$ cat src/hw/rtl/epht_pkg.sv
package epht_pkg;

    localparam int CORDIC_STEPS_DEF = 24;
    localparam int CORDIC_MAX       = 32;

    localparam logic signed [33:0] ANG_TWO_PI = 34'sd1686629713;
    localparam logic signed [33:0] ANG_PI     = 34'sd843314857;

    // atan(2^-i) in Q4.28, rounded to nearest
    localparam logic [27:0] ATAN_LUT [CORDIC_MAX] = '{
        28'd210828714, 28'd124459457, 28'd65760959, 28'd33381290, 28'd16755422,
        28'd8385879,   28'd4193963,   28'd2097109,  28'd1048571,  28'd524287,
        28'd262144,    28'd131072,    28'd65536,    28'd32768,    28'd16384,
        28'd8192,      28'd4096,      28'd2048,     28'd1024,     28'd512,
        28'd256,       28'd128,       28'd64,       28'd32,       28'd16,
        28'd8,         28'd4,         28'd2,        28'd1,        28'd0,
        28'd0,         28'd0
    };

    localparam int CFG_IW = 3;

    typedef enum logic [CFG_IW-1:0] {
        REG_CENTER_X    = 3'd0,
        REG_CENTER_Y    = 3'd1,
        REG_RADIUS_X    = 3'd2,
        REG_RADIUS_Y    = 3'd3,
        REG_START_ANGLE = 3'd4,
        REG_SWEEP_ANGLE = 3'd5
    } t_cfg_idx;

    // fields riding along the divider
    typedef struct packed {
        logic [31:0] other;
        logic        nx;
        logic        ny;
        logic        far;
    } t_carry;

    typedef struct packed {
        logic [63:0] rem;
        logic [31:0] q;
        t_carry      c;
    } t_div_st;

    typedef struct packed {
        logic [31:0] ax;
        logic [31:0] ay;
        logic        nx;
        logic        ny;
        logic        in_circ;
    } t_norm_st;

    typedef struct packed {
        logic signed [35:0] x;
        logic signed [35:0] y;
        logic signed [33:0] z;
        logic               zero;
        logic               in_circ;
    } t_cordic_st;

endpackage

$ cat src/hw/rtl/epht_cordic_cell.sv
module epht_cordic_cell import epht_pkg::*; #(
    parameter int I = 0
) (
    input  logic       i_clk,
    input  logic       i_rst_n,
    input  logic       i_ce,
    input  logic       i_vld,
    input  t_cordic_st i_d,
    output logic       o_vld,
    output t_cordic_st o_d
);

    localparam logic signed [33:0] ATN = $signed({6'd0, ATAN_LUT[I]});

    logic signed [35:0] dx;
    logic signed [35:0] dy;
    t_cordic_st         n_d;
    t_cordic_st         r_d;
    logic               r_vld;

    assign dx = i_d.y >>> I;
    assign dy = i_d.x >>> I;

    always_comb begin
        n_d = i_d;
        if (i_d.y < 0) begin
            n_d.x = i_d.x - dx;
            n_d.y = i_d.y + dy;
            n_d.z = i_d.z - ATN;
        end else begin
            n_d.x = i_d.x + dx;
            n_d.y = i_d.y - dy;
            n_d.z = i_d.z + ATN;
        end
    end

    always_ff @(posedge i_clk) begin
        if (!i_rst_n) begin
            r_vld <= 1'b0;
        end else if (i_ce) begin
            r_vld <= i_vld;
        end
    end

    always_ff @(posedge i_clk) begin
        if (i_ce) begin
            r_d <= n_d;
        end
    end

    assign o_vld = r_vld;
    assign o_d   = r_d;

endmodule
$ cat config.mk
export PLATFORM = sky130hd
export DESIGN_NAME = epht_cordic_cell
export DESIGN_NICKNAME = d
export VERILOG_FILES = /design/src/hw/rtl/epht_pkg.sv /design/src/hw/rtl/epht_cordic_cell.sv
export SDC_FILE = /design/constraint.sdc
export NUM_CORES = 1
export LEC_CHECK = 0
export BUFFER_PORTS_ARGS = -buffer_cell sky130_fd_sc_hd__buf_2
export CORE_UTILIZATION = 42
export DETAILED_ROUTE_END_ITERATION = 10
export PLACE_DENSITY = 0.7
export SYNTH_ARGS = -nofsm -noshare
export SYNTH_HDL_FRONTEND = slang
export SYNTH_SLANG_ARGS = --single-unit
export TNS_END_PERCENT = 5
$ cat constraint.sdc
create_clock -name i_clk -period 4.95 [get_ports i_clk]
set_input_delay 0.7425 -clock i_clk [delete_from_list [all_inputs] [get_ports i_clk]]
set_output_delay 0.7425 -clock i_clk [all_outputs]
set_load 0.02 [all_outputs]
==> reports/metrics.csv <==
metric;value;unit
status;completed;
syn nets;1509;
post_cts resized;0;
initial antenna violation count;3;
Die Ht;163;um
Post-Syn Area;10900;um^2
final setup violation count;0;
WP buf/inv;2;
worst-margin pin slew;925;ps
global placer's final weighted congestion;0.953;
Adder-Cell Fraction of Synth Area;16.8;%
TNS Setup;0;ps
Hold Path Depth;2;
Clock transition at path regs;80;ps
ys async rst share;0;%
IO Count;221;
# clock sinks;108;
post-synthesis mux area share;1.94;%
area of the multi-input gates;7030;um^2
max cap viols;0;
CP dominant cell by count;a21oi_1;
Fin Clk Skew;0;ps
Yosys warning count;0;
Post-Route WL;31.3;mm
dominant synthesized flop cell;edfxtp_1;
Max clock buf depth;2;
cts bufs inserted;9;
core footprint;25300;um^2
Max Fclk;251;MHz
CP required;5050;ps
Power Dens Cells;275;nW/um^2
post-route worst setup slack;959;ps
post-CTS setup repair buffer count;0;
First-pass DRT Iterations;6;
Syn Inst Count;1253;
Detailed Place HPWL;24.7;mm
vias in the first global route;9587;
Avg WL per Cell;17.6;um
Post-synth EDFFs;107;
Yosys cell types;75;
Leakage;5.72;nW
GRT Residual Overflow;0;
Initial Util;43.1;%
Worst-Skew Late Latency;360;ps
GRT Total Usage;23.3;%
Pins Over Slew Limit;0;
worst-path cell chain;buf_2 > inv_1 > ha_1 > a21o_1 > a21oi_1 > a21oi_1 > o22ai_1 > o41a_2 > o21ai_1 > a221o_1 > a2111oi_0 > a31oi_1 > xor2_1;
clk root buf;clkbuf_16;
Critical Path AT;4090;ps
Hold Path Class;reg -> reg;
final hold violations;0;
RSZ-0062 raised after global routing;false;
largest family of logic cells by synthesized area;compound AO/OA/AOI/OAI gates;
area delta synth->final;15.2;%
DRT antenna net count;0;
Crit-path slowest cell;a2111oi_0;
pre-CTS setup slack;685;ps
Worst R2R Path Depth;2;
H-tree depth;3;
VDD IR max;0.000151;V
DR vias/cell;5.69;
Setup crit start kind;input port;
row cnt;58;
via count;10110;
Crit. path cell count;13;
area of the die;26600;um^2
top cell family by delay on the critical path;compound AO/OA/AOI/OAI gates;
Mean Syn Cell Area;8.71;um^2
sequential share of the synthesized area;29.6;%
Rel. slew slack;38.3;%
# port buffers;220;
first-pass GRT wire length;48.8;mm
Crit Path Max Fanout;12;
Hold Buf Count CTS;0;
#FFs+latches synth;108;
WS Path Type;in -> reg;
CTS tree;done;
post-synthesis simple-gate area fraction;12.3;%
slowest stage delay, CP;490;ps
1st-iter DRT viols;998;
fraction of layout instances using a drive strength above 1;18.6;%
CP endpoint kind;flop;
compound-cell area share of the yosys netlist;25.5;%
largest net degree at the start of global routing;71;
Period minus WS final;3990;ps
nets;1695;
fillers;2442;
sequential cell area;3230;um^2
# DRC;0;
FF-to-FF setup slack;4350;ps
Final period util;80.6;%
xor-xnor portion of the synthesized cell area;7.94;%
Die X;163;um
kinds of logic after synthesis:
| family | Yosys count |
|---|---|
| compound gates | 423 |
| mux | 21 |
| buf+inv | 167 |
| xor+xnor | 99 |
| fa+ha+maj | 144 |
| flops | 108 |
| simple gates | 291 |
worst register-to-register path, cell delays in order, from the launching register on:
cell	delay [ps]
dfxtp_1	310
mux2i_1	130
nor2b_1	60
cells in the mapped netlist, types with 14 or more instances:
library cell / number / area (um^2)
a21oi_1: 144 / 721
ha_1: 140 / 1750
inv_1: 114 / 428
edfxtp_1: 107 / 3210
nor2_1: 106 / 398
xnor2_1: 82 / 718
o21ai_0: 76 / 380
nand2_1: 74 / 278
a21o_1: 47 / 353
clkbuf_1: 32 / 120
o21bai_1: 28 / 210
mux2i_1: 20 / 200
nor3_1: 19 / 95.1
nand3_1: 18 / 90.1
xor2_1: 17 / 149
nor2b_1: 14 / 87.6
area by class of cell:
type,count,area share [%]
tap,330,3.29
clock buffer,9,1.79
sequential,108,25.7
timing repair buffer,226,9.16
inverter,116,3.46
antenna,3,0.0597
multi-input combinational,978,55.9
clock inverter,7,0.587
cell usage in the layout (no fill, tap or decap), types with 14 or more instances in the layout:
cell type / instances
o21bai_1: 28
inv_1: 113
ha_1: 140
edfxtp_1: 107
nand3_1: 18
nand2_1: 74
buf_2: 218
nor2b_1: 14
o21ai_0: 76
nor2_1: 106
nor3_1: 19
xnor2_1: 82
mux2i_1: 20
a21o_1: 47
xor2_1: 17
a21oi_1: 144
through the flow:
| step | utilization, % | hold slack (ps) | total power (W) | std cells | cell area [um^2] |
|---|---|---|---|---|---|
| 5_1_grt | 49.6 | 536 | 0.00366 | 1777 | 12600 |
| 6_report | 49.6 | 525 | 0.00346 | 1777 | 12600 |
| 2_1_floorplan | - | 589 | 0.00226 | 1253 | 10900 |
| 3_5_place_dp | 48.4 | 515 | 0.00271 | 1758 | 12300 |
| 3_3_place_gp | 48.4 | 494 | 0.00270 | 1758 | 12300 |
| 4_1_cts | 49.6 | 534 | 0.00348 | 1774 | 12600 |
metal layers:
layer / up-vias / GRT usage [%] / share of wire (%)
met3: 53 / 3.02 / 7.3
met2: 452 / 38.3 / 46
met4: 0 / 9.39 / 2.5
met5: - / 0 / 0
met1: 4739 / 30.6 / 44
li1: 4866 / - / -
power breakdown:
group | leakage, nW | switching [W] | total [W] | internal (W)
clock | 0.147 | 0.000360 | 0.000757 | 0.000397
sequential | 1.06 | 0.0000365 | 0.00125 | 0.00121
combinational | 4.52 | 0.000926 | 0.00146 | 0.000533
total | 5.72 | 0.00132 | 0.00346 | 0.00214
flip-flops by register name, summed over array words and instances, names as in the netlist:
register,count
o_vld,1
o_d,107
worst paths after layout:
| kind | start | to |
|---|---|---|
| max | i_d[39] | o_d[107] |
| min | o_vld | o_vld |
| max reg2reg | o_vld | o_vld |
| min reg2reg | o_vld | o_vld |
Note: power is estimated with default switching activity, not from simulation.
